<file path="config.mk">
export PLATFORM = sky130hd
export DESIGN_NAME = sha256_byte_stream_hasher
export DESIGN_NICKNAME = d
export VERILOG_FILES = /design/src/design/sha_bsh_pkg.sv /design/src/design/sha_bsh_buf.sv /design/src/design/sha_bsh_core.sv /design/src/design/sha256_byte_stream_hasher.sv
export SDC_FILE = /design/constraint.sdc
export NUM_CORES = 2
export LEC_CHECK = 0
export ABC_AREA = 1
export BUFFER_PORTS_ARGS = -buffer_cell sky130_fd_sc_hd__buf_4
export CELL_PAD_IN_SITES_DETAIL_PLACEMENT = 1
export CELL_PAD_IN_SITES_GLOBAL_PLACEMENT = 2
export CORE_MARGIN = 2
export CORE_UTILIZATION = 45
export DETAILED_ROUTE_END_ITERATION = 8
export PLACE_DENSITY_LB_ADDON = 0.1
export RECOVER_POWER = 50
export SKIP_CTS_REPAIR_TIMING = 1
export SYNTH_ARGS = -nofsm -noshare
export SYNTH_HDL_FRONTEND = slang
export SYNTH_SLANG_ARGS = --single-unit
</file>
<file path="constraint.sdc">
create_clock -name clk -period 29.2 [get_ports clk]
set_input_delay 7.3 -clock clk [delete_from_list [all_inputs] [get_ports clk]]
set_output_delay 7.3 -clock clk [all_outputs]
set_load 0.02 [all_outputs]
</file>
<file path="src/design/sha_bsh_pkg.sv">
// Shared types, round constants and SHA-256 helper functions for the hasher.
package sha_bsh_pkg;

  // Control from the sequencer to the round datapath
  typedef struct packed {
    logic       take_mem;   // next schedule word comes from the block buffer
    logic       shift;      // advance the schedule shift line
    logic       wv_load;    // copy hash words into the working variables
    logic       round;      // run one compression round
    logic       fold;       // add working variables into hash words
    logic       hash_init;  // restore the initial hash values
    logic [5:0] rnd;        // current round
    logic [2:0] out_idx;    // digest word to present
  } core_ctl_t;

  localparam logic [5:0] LAST_RND = 6'd63;
  localparam logic [2:0] LAST_WORD = 3'd7;
  localparam logic [7:0] PAD_MARK = 8'h80;

  function automatic logic [31:0] rotr(input logic [31:0] v, input int n);
    rotr = (v >> n) | (v << (32 - n));
  endfunction

  function automatic logic [31:0] bsig0(input logic [31:0] x);
    bsig0 = rotr(x, 2) ^ rotr(x, 13) ^ rotr(x, 22);
  endfunction

  function automatic logic [31:0] bsig1(input logic [31:0] x);
    bsig1 = rotr(x, 6) ^ rotr(x, 11) ^ rotr(x, 25);
  endfunction

  function automatic logic [31:0] ssig0(input logic [31:0] x);
    ssig0 = rotr(x, 7) ^ rotr(x, 18) ^ (x >> 3);
  endfunction

  function automatic logic [31:0] ssig1(input logic [31:0] x);
    ssig1 = rotr(x, 17) ^ rotr(x, 19) ^ (x >> 10);
  endfunction

  // Initial hash values
  function automatic logic [31:0] init_hash(input logic [2:0] i);
    case (i)
      3'd0: init_hash = 32'h6a09e667;
      3'd1: init_hash = 32'hbb67ae85;
      3'd2: init_hash = 32'h3c6ef372;
      3'd3: init_hash = 32'ha54ff53a;
      3'd4: init_hash = 32'h510e527f;
      3'd5: init_hash = 32'h9b05688c;
      3'd6: init_hash = 32'h1f83d9ab;
      default: init_hash = 32'h5be0cd19;
    endcase
  endfunction

  // Round constants
  function automatic logic [31:0] round_k(input logic [5:0] r);
    case (r)
      6'd0:  round_k = 32'h428a2f98;  6'd1:  round_k = 32'h71374491;
      6'd2:  round_k = 32'hb5c0fbcf;  6'd3:  round_k = 32'he9b5dba5;
      6'd4:  round_k = 32'h3956c25b;  6'd5:  round_k = 32'h59f111f1;
      6'd6:  round_k = 32'h923f82a4;  6'd7:  round_k = 32'hab1c5ed5;
      6'd8:  round_k = 32'hd807aa98;  6'd9:  round_k = 32'h12835b01;
      6'd10: round_k = 32'h243185be;  6'd11: round_k = 32'h550c7dc3;
      6'd12: round_k = 32'h72be5d74;  6'd13: round_k = 32'h80deb1fe;
      6'd14: round_k = 32'h9bdc06a7;  6'd15: round_k = 32'hc19bf174;
      6'd16: round_k = 32'he49b69c1;  6'd17: round_k = 32'hefbe4786;
      6'd18: round_k = 32'h0fc19dc6;  6'd19: round_k = 32'h240ca1cc;
      6'd20: round_k = 32'h2de92c6f;  6'd21: round_k = 32'h4a7484aa;
      6'd22: round_k = 32'h5cb0a9dc;  6'd23: round_k = 32'h76f988da;
      6'd24: round_k = 32'h983e5152;  6'd25: round_k = 32'ha831c66d;
      6'd26: round_k = 32'hb00327c8;  6'd27: round_k = 32'hbf597fc7;
      6'd28: round_k = 32'hc6e00bf3;  6'd29: round_k = 32'hd5a79147;
      6'd30: round_k = 32'h06ca6351;  6'd31: round_k = 32'h14292967;
      6'd32: round_k = 32'h27b70a85;  6'd33: round_k = 32'h2e1b2138;
      6'd34: round_k = 32'h4d2c6dfc;  6'd35: round_k = 32'h53380d13;
      6'd36: round_k = 32'h650a7354;  6'd37: round_k = 32'h766a0abb;
      6'd38: round_k = 32'h81c2c92e;  6'd39: round_k = 32'h92722c85;
      6'd40: round_k = 32'ha2bfe8a1;  6'd41: round_k = 32'ha81a664b;
      6'd42: round_k = 32'hc24b8b70;  6'd43: round_k = 32'hc76c51a3;
      6'd44: round_k = 32'hd192e819;  6'd45: round_k = 32'hd6990624;
      6'd46: round_k = 32'hf40e3585;  6'd47: round_k = 32'h106aa070;
      6'd48: round_k = 32'h19a4c116;  6'd49: round_k = 32'h1e376c08;
      6'd50: round_k = 32'h2748774c;  6'd51: round_k = 32'h34b0bcb5;
      6'd52: round_k = 32'h391c0cb3;  6'd53: round_k = 32'h4ed8aa4a;
      6'd54: round_k = 32'h5b9cca4f;  6'd55: round_k = 32'h682e6ff3;
      6'd56: round_k = 32'h748f82ee;  6'd57: round_k = 32'h78a5636f;
      6'd58: round_k = 32'h84c87814;  6'd59: round_k = 32'h8cc70208;
      6'd60: round_k = 32'h90befffa;  6'd61: round_k = 32'ha4506ceb;
      6'd62: round_k = 32'hbef9a3f7;  6'd63: round_k = 32'hc67178f2;
      default: round_k = 32'h0;
    endcase
  endfunction

endpackage

</file>
<file path="src/design/sha_bsh_buf.sv">
// Block buffer: 16 x 32-bit synchronous RAM, one write and one registered read port.
module sha_bsh_buf (
  input  logic        clk,
  input  logic        we,
  input  logic [3:0]  waddr,
  input  logic [31:0] wdata,
  input  logic [3:0]  raddr,
  output logic [31:0] rdata
);

  logic [31:0] mem [16];

  // Write the addressed word
  always_ff @(posedge clk) begin
    if (we) begin
      mem[waddr] <= wdata;
    end
  end

  // Register the read data
  always_ff @(posedge clk) begin
    rdata <= mem[raddr];
  end

endmodule

</file>
<file path="src/design/sha_bsh_core.sv">
// Round datapath: message schedule line, working variables and hash words.
module sha_bsh_core (
  input  logic                  clk,
  input  logic                  rst_n,
  input  sha_bsh_pkg::core_ctl_t ctl,
  input  logic [31:0]           mem_rdata,
  output logic [31:0]           digest_word
);

  logic [31:0] w_sr_r [16];
  logic [31:0] wv_r [8];
  logic [31:0] hash_r [8];
  logic [31:0] w_calc;
  logic [31:0] w_in;
  logic [31:0] t1;
  logic [31:0] t2;
  logic [31:0] ch;
  logic [31:0] maj;

  // Expand the schedule: taps hold W[r-1], W[r-6], W[r-14], W[r-15] for W[r+1]
  assign w_calc = sha_bsh_pkg::ssig1(w_sr_r[14]) + w_sr_r[9]
                + sha_bsh_pkg::ssig0(w_sr_r[1]) + w_sr_r[0];
  assign w_in = ctl.take_mem ? mem_rdata : w_calc;

  // One compression round on the newest schedule word
  assign ch  = (wv_r[4] & wv_r[5]) ^ (~wv_r[4] & wv_r[6]);
  assign maj = (wv_r[0] & wv_r[1]) ^ (wv_r[0] & wv_r[2]) ^ (wv_r[1] & wv_r[2]);
  assign t1  = wv_r[7] + sha_bsh_pkg::bsig1(wv_r[4]) + ch
             + sha_bsh_pkg::round_k(ctl.rnd) + w_sr_r[15];
  assign t2  = sha_bsh_pkg::bsig0(wv_r[0]) + maj;

  assign digest_word = hash_r[ctl.out_idx];

  // Advance the schedule line
  always_ff @(posedge clk) begin
    if (ctl.shift) begin
      for (int i = 0; i < 15; i++) begin
        w_sr_r[i] <= w_sr_r[i + 1];
      end
      w_sr_r[15] <= w_in;
    end
  end

  // Load or rotate the working variables
  always_ff @(posedge clk) begin
    if (ctl.wv_load) begin
      for (int i = 0; i < 8; i++) begin
        wv_r[i] <= hash_r[i];
      end
    end else if (ctl.round) begin
      wv_r[7] <= wv_r[6];
      wv_r[6] <= wv_r[5];
      wv_r[5] <= wv_r[4];
      wv_r[4] <= wv_r[3] + t1;
      wv_r[3] <= wv_r[2];
      wv_r[2] <= wv_r[1];
      wv_r[1] <= wv_r[0];
      wv_r[0] <= t1 + t2;
    end
  end

  // Hold the chaining value; restore it after each digest
  always_ff @(posedge clk) begin
    if (!rst_n || ctl.hash_init) begin
      for (int i = 0; i < 8; i++) begin
        hash_r[i] <= sha_bsh_pkg::init_hash(3'(i));
      end
    end else if (ctl.fold) begin
      for (int i = 0; i < 8; i++) begin
        hash_r[i] <= hash_r[i] + wv_r[i];
      end
    end
  end

endmodule

</file>
<file path="src/design/sha256_byte_stream_hasher.sv">
// SHA-256 byte-stream hasher top level: input packing, padding and block sequencing.
//
// Bytes enter one per cycle and are packed big-endian into a 16-word block buffer RAM.
// When the 64th byte of a block arrives, input stalls while S_LD0 and S_LD1 prime
// the buffer read, 64 rounds run at one per cycle on a single round unit, and S_FOLD
// adds the result into the hash. An end-of-message transaction writes the rest of the
// block with padding and length (16 minus the filled word count, one word per cycle),
// runs one compression, or two when fewer than nine bytes of room remain, and then
// presents the eight digest words as eight output transactions, word 0 first. Input is
// held off from the end-of-message transaction until the last digest word is taken.
module sha256_byte_stream_hasher (
  input  logic        clk,
  input  logic        rst_n,
  input  logic        in_valid,
  output logic        in_ready,
  input  logic [7:0]  in_data_byte,
  input  logic        in_has_byte,
  input  logic        in_end_of_message,
  output logic        out_valid,
  input  logic        out_ready,
  output logic [31:0] out_digest_word,
  output logic [2:0]  out_word_index,
  output logic        out_last_word
);

  typedef enum logic [2:0] {
    S_IDLE,
    S_PAD,
    S_LD0,
    S_LD1,
    S_RND,
    S_FOLD,
    S_OUT
  } state_t;

  state_t      state_r, state_nxt;
  logic [63:0] cnt_r, cnt_nxt;
  logic [23:0] pack_r, pack_nxt;
  logic [3:0]  pw_r, pw_nxt;
  logic [5:0]  rnd_r, rnd_nxt;
  logic [2:0]  oidx_r, oidx_nxt;
  logic        mark_done_r, mark_done_nxt;
  logic        len_here_r, len_here_nxt;
  logic        final_r, final_nxt;
  logic        pend_end_r, pend_end_nxt;
  logic        more_r, more_nxt;

  logic        in_acc;
  logic        out_acc;
  logic [63:0] bit_len;
  logic [31:0] pad_word;
  logic        buf_we;
  logic [3:0]  buf_waddr;
  logic [31:0] buf_wdata;
  logic [3:0]  buf_raddr;
  logic [31:0] buf_rdata;
  sha_bsh_pkg::core_ctl_t ctl;

  assign in_acc  = in_valid && in_ready;
  assign out_acc = out_valid && out_ready;
  assign bit_len = {cnt_r[60:0], 3'b000};

  // Build the padding word for the current pad slot
  always_comb begin
    pad_word = '0;
    if (!mark_done_r && pw_r == cnt_r[5:2]) begin
      case (cnt_r[1:0])
        2'd0: pad_word = {sha_bsh_pkg::PAD_MARK, 24'h0};
        2'd1: pad_word = {pack_r[7:0], sha_bsh_pkg::PAD_MARK, 16'h0};
        2'd2: pad_word = {pack_r[15:0], sha_bsh_pkg::PAD_MARK, 8'h0};
        default: pad_word = {pack_r, sha_bsh_pkg::PAD_MARK};
      endcase
    end else if (len_here_r && pw_r == 4'd14) begin
      pad_word = bit_len[63:32];
    end else if (len_here_r && pw_r == 4'd15) begin
      pad_word = bit_len[31:0];
    end
  end

  // Sequence filling, padding, compression and digest output
  always_comb begin
    state_nxt     = state_r;
    cnt_nxt       = cnt_r;
    pack_nxt      = pack_r;
    pw_nxt        = pw_r;
    rnd_nxt       = rnd_r;
    oidx_nxt      = oidx_r;
    mark_done_nxt = mark_done_r;
    len_here_nxt  = len_here_r;
    final_nxt     = final_r;
    pend_end_nxt  = pend_end_r;
    more_nxt      = more_r;
    buf_we        = 1'b0;
    buf_waddr     = pw_r;
    buf_wdata     = pad_word;
    ctl           = '0;
    ctl.rnd       = rnd_r;
    ctl.out_idx   = oidx_r;
    buf_raddr     = 4'd0;

    case (state_r)
      S_IDLE: begin
        if (in_acc) begin
          if (in_has_byte) begin
            pack_nxt = {pack_r[15:0], in_data_byte};
            cnt_nxt  = cnt_r + 64'd1;
            if (cnt_r[1:0] == 2'd3) begin
              buf_we    = 1'b1;
              buf_waddr = cnt_r[5:2];
              buf_wdata = {pack_r, in_data_byte};
            end
          end
          mark_done_nxt = 1'b0;
          len_here_nxt  = cnt_nxt[5:2] < 4'd14;
          pw_nxt        = cnt_nxt[5:2];
          if (in_has_byte && cnt_r[5:0] == 6'd63) begin
            // Block full: compress, then pad if this was the end
            state_nxt    = S_LD0;
            final_nxt    = 1'b0;
            more_nxt     = 1'b0;
            pend_end_nxt = in_end_of_message;
          end else if (in_end_of_message) begin
            state_nxt = S_PAD;
          end
        end
      end
      S_PAD: begin
        buf_we = 1'b1;
        pw_nxt = pw_r + 4'd1;
        if (pw_r == 4'd15) begin
          state_nxt    = S_LD0;
          final_nxt    = len_here_r;
          more_nxt     = !len_here_r;
          pend_end_nxt = 1'b0;
        end
      end
      S_LD0: begin
        buf_raddr = 4'd0;
        state_nxt = S_LD1;
      end
      S_LD1: begin
        buf_raddr    = 4'd1;
        ctl.take_mem = 1'b1;
        ctl.shift    = 1'b1;
        ctl.wv_load  = 1'b1;
        rnd_nxt      = '0;
        state_nxt    = S_RND;
      end
      S_RND: begin
        buf_raddr    = rnd_r[3:0] + 4'd2;
        ctl.take_mem = rnd_r < 6'd15;
        ctl.shift    = 1'b1;
        ctl.round    = 1'b1;
        rnd_nxt      = rnd_r + 6'd1;
        if (rnd_r == sha_bsh_pkg::LAST_RND) begin
          state_nxt = S_FOLD;
        end
      end
      S_FOLD: begin
        ctl.fold = 1'b1;
        pw_nxt   = 4'd0;
        if (final_r) begin
          oidx_nxt  = '0;
          state_nxt = S_OUT;
        end else if (pend_end_r) begin
          // End arrived with the byte that filled the block
          mark_done_nxt = 1'b0;
          len_here_nxt  = 1'b1;
          pend_end_nxt  = 1'b0;
          state_nxt     = S_PAD;
        end else if (more_r) begin
          // Length did not fit: one more block of zeros and length
          mark_done_nxt = 1'b1;
          len_here_nxt  = 1'b1;
          more_nxt      = 1'b0;
          state_nxt     = S_PAD;
        end else begin
          state_nxt = S_IDLE;
        end
      end
      S_OUT: begin
        if (out_acc) begin
          oidx_nxt = oidx_r + 3'd1;
          if (oidx_r == sha_bsh_pkg::LAST_WORD) begin
            ctl.hash_init = 1'b1;
            cnt_nxt       = '0;
            final_nxt     = 1'b0;
            state_nxt     = S_IDLE;
          end
        end
      end
      default: begin
        state_nxt = S_IDLE;
      end
    endcase
  end

  // Hold state and sequencer registers
  always_ff @(posedge clk) begin
    if (!rst_n) begin
      state_r     <= S_IDLE;
      cnt_r       <= '0;
      pw_r        <= '0;
      rnd_r       <= '0;
      oidx_r      <= '0;
      mark_done_r <= 1'b0;
      len_here_r  <= 1'b0;
      final_r     <= 1'b0;
      pend_end_r  <= 1'b0;
      more_r      <= 1'b0;
    end else begin
      state_r     <= state_nxt;
      cnt_r       <= cnt_nxt;
      pw_r        <= pw_nxt;
      rnd_r       <= rnd_nxt;
      oidx_r      <= oidx_nxt;
      mark_done_r <= mark_done_nxt;
      len_here_r  <= len_here_nxt;
      final_r     <= final_nxt;
      pend_end_r  <= pend_end_nxt;
      more_r      <= more_nxt;
    end
  end

  // Hold partial word bytes
  always_ff @(posedge clk) begin
    pack_r <= pack_nxt;
  end

  assign in_ready        = state_r == S_IDLE;
  assign out_valid       = state_r == S_OUT;
  assign out_word_index  = oidx_r;
  assign out_last_word   = oidx_r == sha_bsh_pkg::LAST_WORD;

  sha_bsh_buf u_buf (
    .clk   (clk),
    .we    (buf_we),
    .waddr (buf_waddr),
    .wdata (buf_wdata),
    .raddr (buf_raddr),
    .rdata (buf_rdata)
  );

  sha_bsh_core u_core (
    .clk         (clk),
    .rst_n       (rst_n),
    .ctl         (ctl),
    .mem_rdata   (buf_rdata),
    .digest_word (out_digest_word)
  );

  // Input and output never share a cycle
  a_no_overlap: assert property (@(posedge clk) disable iff (!rst_n)
    in_ready |-> !out_valid)
    else $error("input ready while digest is presented");

  // Buffer writes happen only while filling or padding
  a_buf_write_phase: assert property (@(posedge clk) disable iff (!rst_n)
    buf_we |-> (state_r == S_IDLE || state_r == S_PAD))
    else $error("block buffer written during compression");

  // Rounds advance one per cycle
  a_round_step: assert property (@(posedge clk) disable iff (!rst_n)
    (state_r == S_RND && rnd_r != sha_bsh_pkg::LAST_RND) |=>
      (state_r == S_RND && rnd_r == $past(rnd_r) + 6'd1))
    else $error("round counter skipped");

  // Last digest word clears the byte count
  a_count_clear: assert property (@(posedge clk) disable iff (!rst_n)
    (out_valid && out_ready && out_last_word) |=> (cnt_r == 64'd0 && in_ready))
    else $error("message state not cleared after digest");

endmodule
</file>
==> flow_summary.yaml <==
synthesis:
  seq_area_frac_synth_pct: 51.4
  ys.flop_type: "edfxtp_1"
  syn-num-nets: 11023
  ys_types: 56
  synth_area_per_cell_um2: 9.31
  synth_edf_count: 1560
  yosysWarnings: 0
  syn_inst: 10416
  synth_seq_cells: 1709
  netlist_area_um2: 97000
  async_reset_ff_share_pct: 0
drt:
  vias: 81036
  wl_um: 402000
  viasPerCell: 6.05
  first_pass_iters: 5
  drtAntennaViolNets: 0
  avgRoutedWirePerCell_um: 30.0
  drt_iter0_drc: 8579
  drc: 0
setup_path:
  crit_required_ns: 29.90
  cp_cell_sequence: "nor2_1, nand2_1, clkbuf_1, clkinvlp_2, nand2_2, clkbuf_1, clkinvlp_2, clkbuf_1, o221ai_1, nand3_1, nand2_1"
  critPathMaxFanout: 54
  start_kind: "flip-flop"
  crit_top_cell: "clkbuf_1"
  cp_top_family: "buffers and inverters"
  path_class: "reg2reg"
  path_buf_inv: 5
  crit_arrival_ns: 13.17
  critPathCaptureType: "flip-flop"
  cp_slowest_stage_delay_ns: 2.68
  slowest_stage: "clkinvlp_2"
floorplanning:
  start_util_pct: 45.2
  fp.coreArea_um2: 214000
  top_level_ports: 52
  die_h_um: 468
  die_area_um2: 219000
  rows: 170
  fp.dieW_um: 468
clock_tree:
  cts_tree: "yes"
  cts_buffers: 190
  worstSkewPairLatency_ns: 0.90
  cts.sinks: 1709
  clk_pin_slew_ns: 0.06
  ctsHtreeMaxLevel: 4
  clk_path_buf_depth: 3
  clock-root-buffer: "clkbuf_16"
worst_hold_path:
  worstHoldPathType: "reg2reg"
sta:
  fmax_mhz: 80.2
  whs_ns: 0.393
  hold_viol: 0
  slew-limit-headroom_pct: -217
  rsz0062_at_grt: "no"
  setup_viol: 0
  fin_ws_ns: 16.73
  slew_viol_final: 1659
  fin_crit_ns: 12.47
  clock_skew_ns: 0.0866
  fin_crit_sh_pct: 42.7
  tns_ns: 0
  tightest_slew_ns: 4.76
cells_and_area:
  fin_nets: 10997
  drive_gt1_share_pct: 4.87
  syn_to_final_growth_pct: 10.0
  n_fill_cell: 24238
global_routing:
  grt_pass1_vias: 81076
  antenna_found_initial: 26
  grt_pass1_wl_um: 573000
  grt_use_total_pct: 36.1
  grt_overflow_total: 0
  grt_max_degree: 139
status:
  violations: "capacitance limit, slew limit"
  status: "complete, but fails checks"
placement:
  port_buffers: 51
  post-place-ws_ns: 17.02
  place.gp.congestion: 1.00
  hpwl_um: 300000
flow_run:
  maxCapViolCount: 31
per-layer routing:
metal,vias to the layer above,GRT usage [%],routed length [µm]
met3,698,6.22,33600
met4,10,13.1,17100
met5,-,0,67
met2,3468,56.2,180000
met1,40949,50.5,170000
li1,35911,-,-
layout make-up:
cell class	instances	area (µm²)	area share, %
clock inverters	111	1300	1.22
flip-flops and latches	1709	49800	46.7
diodes	8	20.0	0.0188
inverters	1190	4480	4.20
repair buffers	153	1030	0.965
multi-input cells	7146	41400	38.8
well taps	2838	3550	3.33
clock buffers	247	5130	4.81
logic make-up (layout without fill, tap and decap cells):
| family | count (synthesis) | after routing | share of synthesized area [%] |
|---|---|---|---|
| XOR/XNOR | 339 | 339 | 3.06 |
| AO/OA/AOI/OAI | 2358 | 2358 | 13.8 |
| flip-flops | 1709 | 1709 | 51.4 |
| other | 0 | 8 | 0 |
| AND/OR/NAND/NOR | 3850 | 3850 | 16.4 |
| buffers and inverters | 1561 | 1701 | 6.13 |
| adder cells (fa/ha/maj) | 599 | 599 | 9.22 |
registers in the layout (all words and copies together) (netlist names), 3 cells and up, named ones only:
register,cells
rnd_r,6
u_core.w_sr_r,512
state_r,3
pack_r,24
u_core.hash_r,256
u_core.wv_r,256
cnt_r,61
out_word_index,3
u_buf.rdata,32
u_buf.mem,512
pw_r,4
Yosys cell counts (7+ instances only):
cell type	n	area, µm²
o21a_1	60	450
a21o_1	70	526
nand2_1	1888	7090
nor2_2	8	50.1
o221a_2	7	78.8
o211ai_1	32	240
nand4_1	113	707
buf_1	26	97.6
o21ai_0	1050	5260
o22ai_1	40	250
a31oi_1	80	500
xor2_1	174	1520
o21bai_1	50	375
nand3b_1	21	158
or2_2	53	332
dfxtp_1	149	2980
o221ai_1	158	1380
nand3_1	513	2570
edfxtp_1	1560	46800
ha_1	398	4980
clkbuf_1	298	1120
o21ai_1	29	145
o2111ai_1	9	78.8
and3_1	8	50.1
nor4_1	37	231
xnor2_1	165	1450
a21boi_0	34	255
o31ai_1	10	75.1
inv_2	7	26.3
inv_1	1179	4430
nor3_1	108	541
a211oi_1	16	120
buf_2	39	195
a21oi_1	694	3470
fa_1	195	3900
nor2_1	1086	4080
stage by stage:
| step | area [µm²] | util [%] | instances |
|---|---|---|---|
| 2_1_floorplan | 97000 | - | 10416 |
| 3_3_place_gp | 100000 | 46.8 | 13034 |
| 3_5_place_dp | 100000 | 46.8 | 13034 |
| 4_1_cts | 107000 | 49.8 | 13392 |
| 5_1_grt | 107000 | 49.8 | 13395 |
| 6_report | 107000 | 49.8 | 13402 |
worst reg2reg max path: cells and delay by family, from the launching register on:
kind                   cells  cell delay (ns)
buffers and inverters      5             9.09
AND/OR/NAND/NOR            5             2.34
AO/OA/AOI/OAI              1             0.50
flip-flops                 1             0.41
cells in the final DEF (no fill, tap or decap), drive strengths merged, types with 32 or more instances in the layout:
cell type  instances
buf              116
nand2           1892
clkbuf           284
fa               195
xor2             174
or2               53
xnor2            165
a31oi             80
a21o              70
a21boi            34
edfxtp          1560
dfxtp            149
o22ai             41
nor2            1096
ha               398
nor3             110
o221ai           158
nor4              38
inv             1188
o21a              60
o211ai            32
clkinv            81
o21bai            50
nand4            113
nand3            514
a21oi            694
o21ai           1082
worst paths after layout:
path | end | slack [ns] | cells after the start | from
setup / recovery | u_buf.rdata[6]$_DFF_P_ | 16.73 | 11 | state_r[1]$_SDFFE_PN0P_
hold / removal | u_core.w_sr_r[0][227]$_DFFE_PN_ | 0.39 | 0 | u_core.w_sr_r[1][3]$_DFFE_PN_
setup reg to reg | u_buf.rdata[6]$_DFF_P_ | 16.73 | 11 | state_r[1]$_SDFFE_PN0P_
hold reg to reg | u_core.w_sr_r[0][227]$_DFFE_PN_ | 0.39 | 0 | u_core.w_sr_r[1][3]$_DFFE_PN_
Power is not shown: default switching activity piles up to over one toggle a cycle in this logic, so the estimate is an artifact.
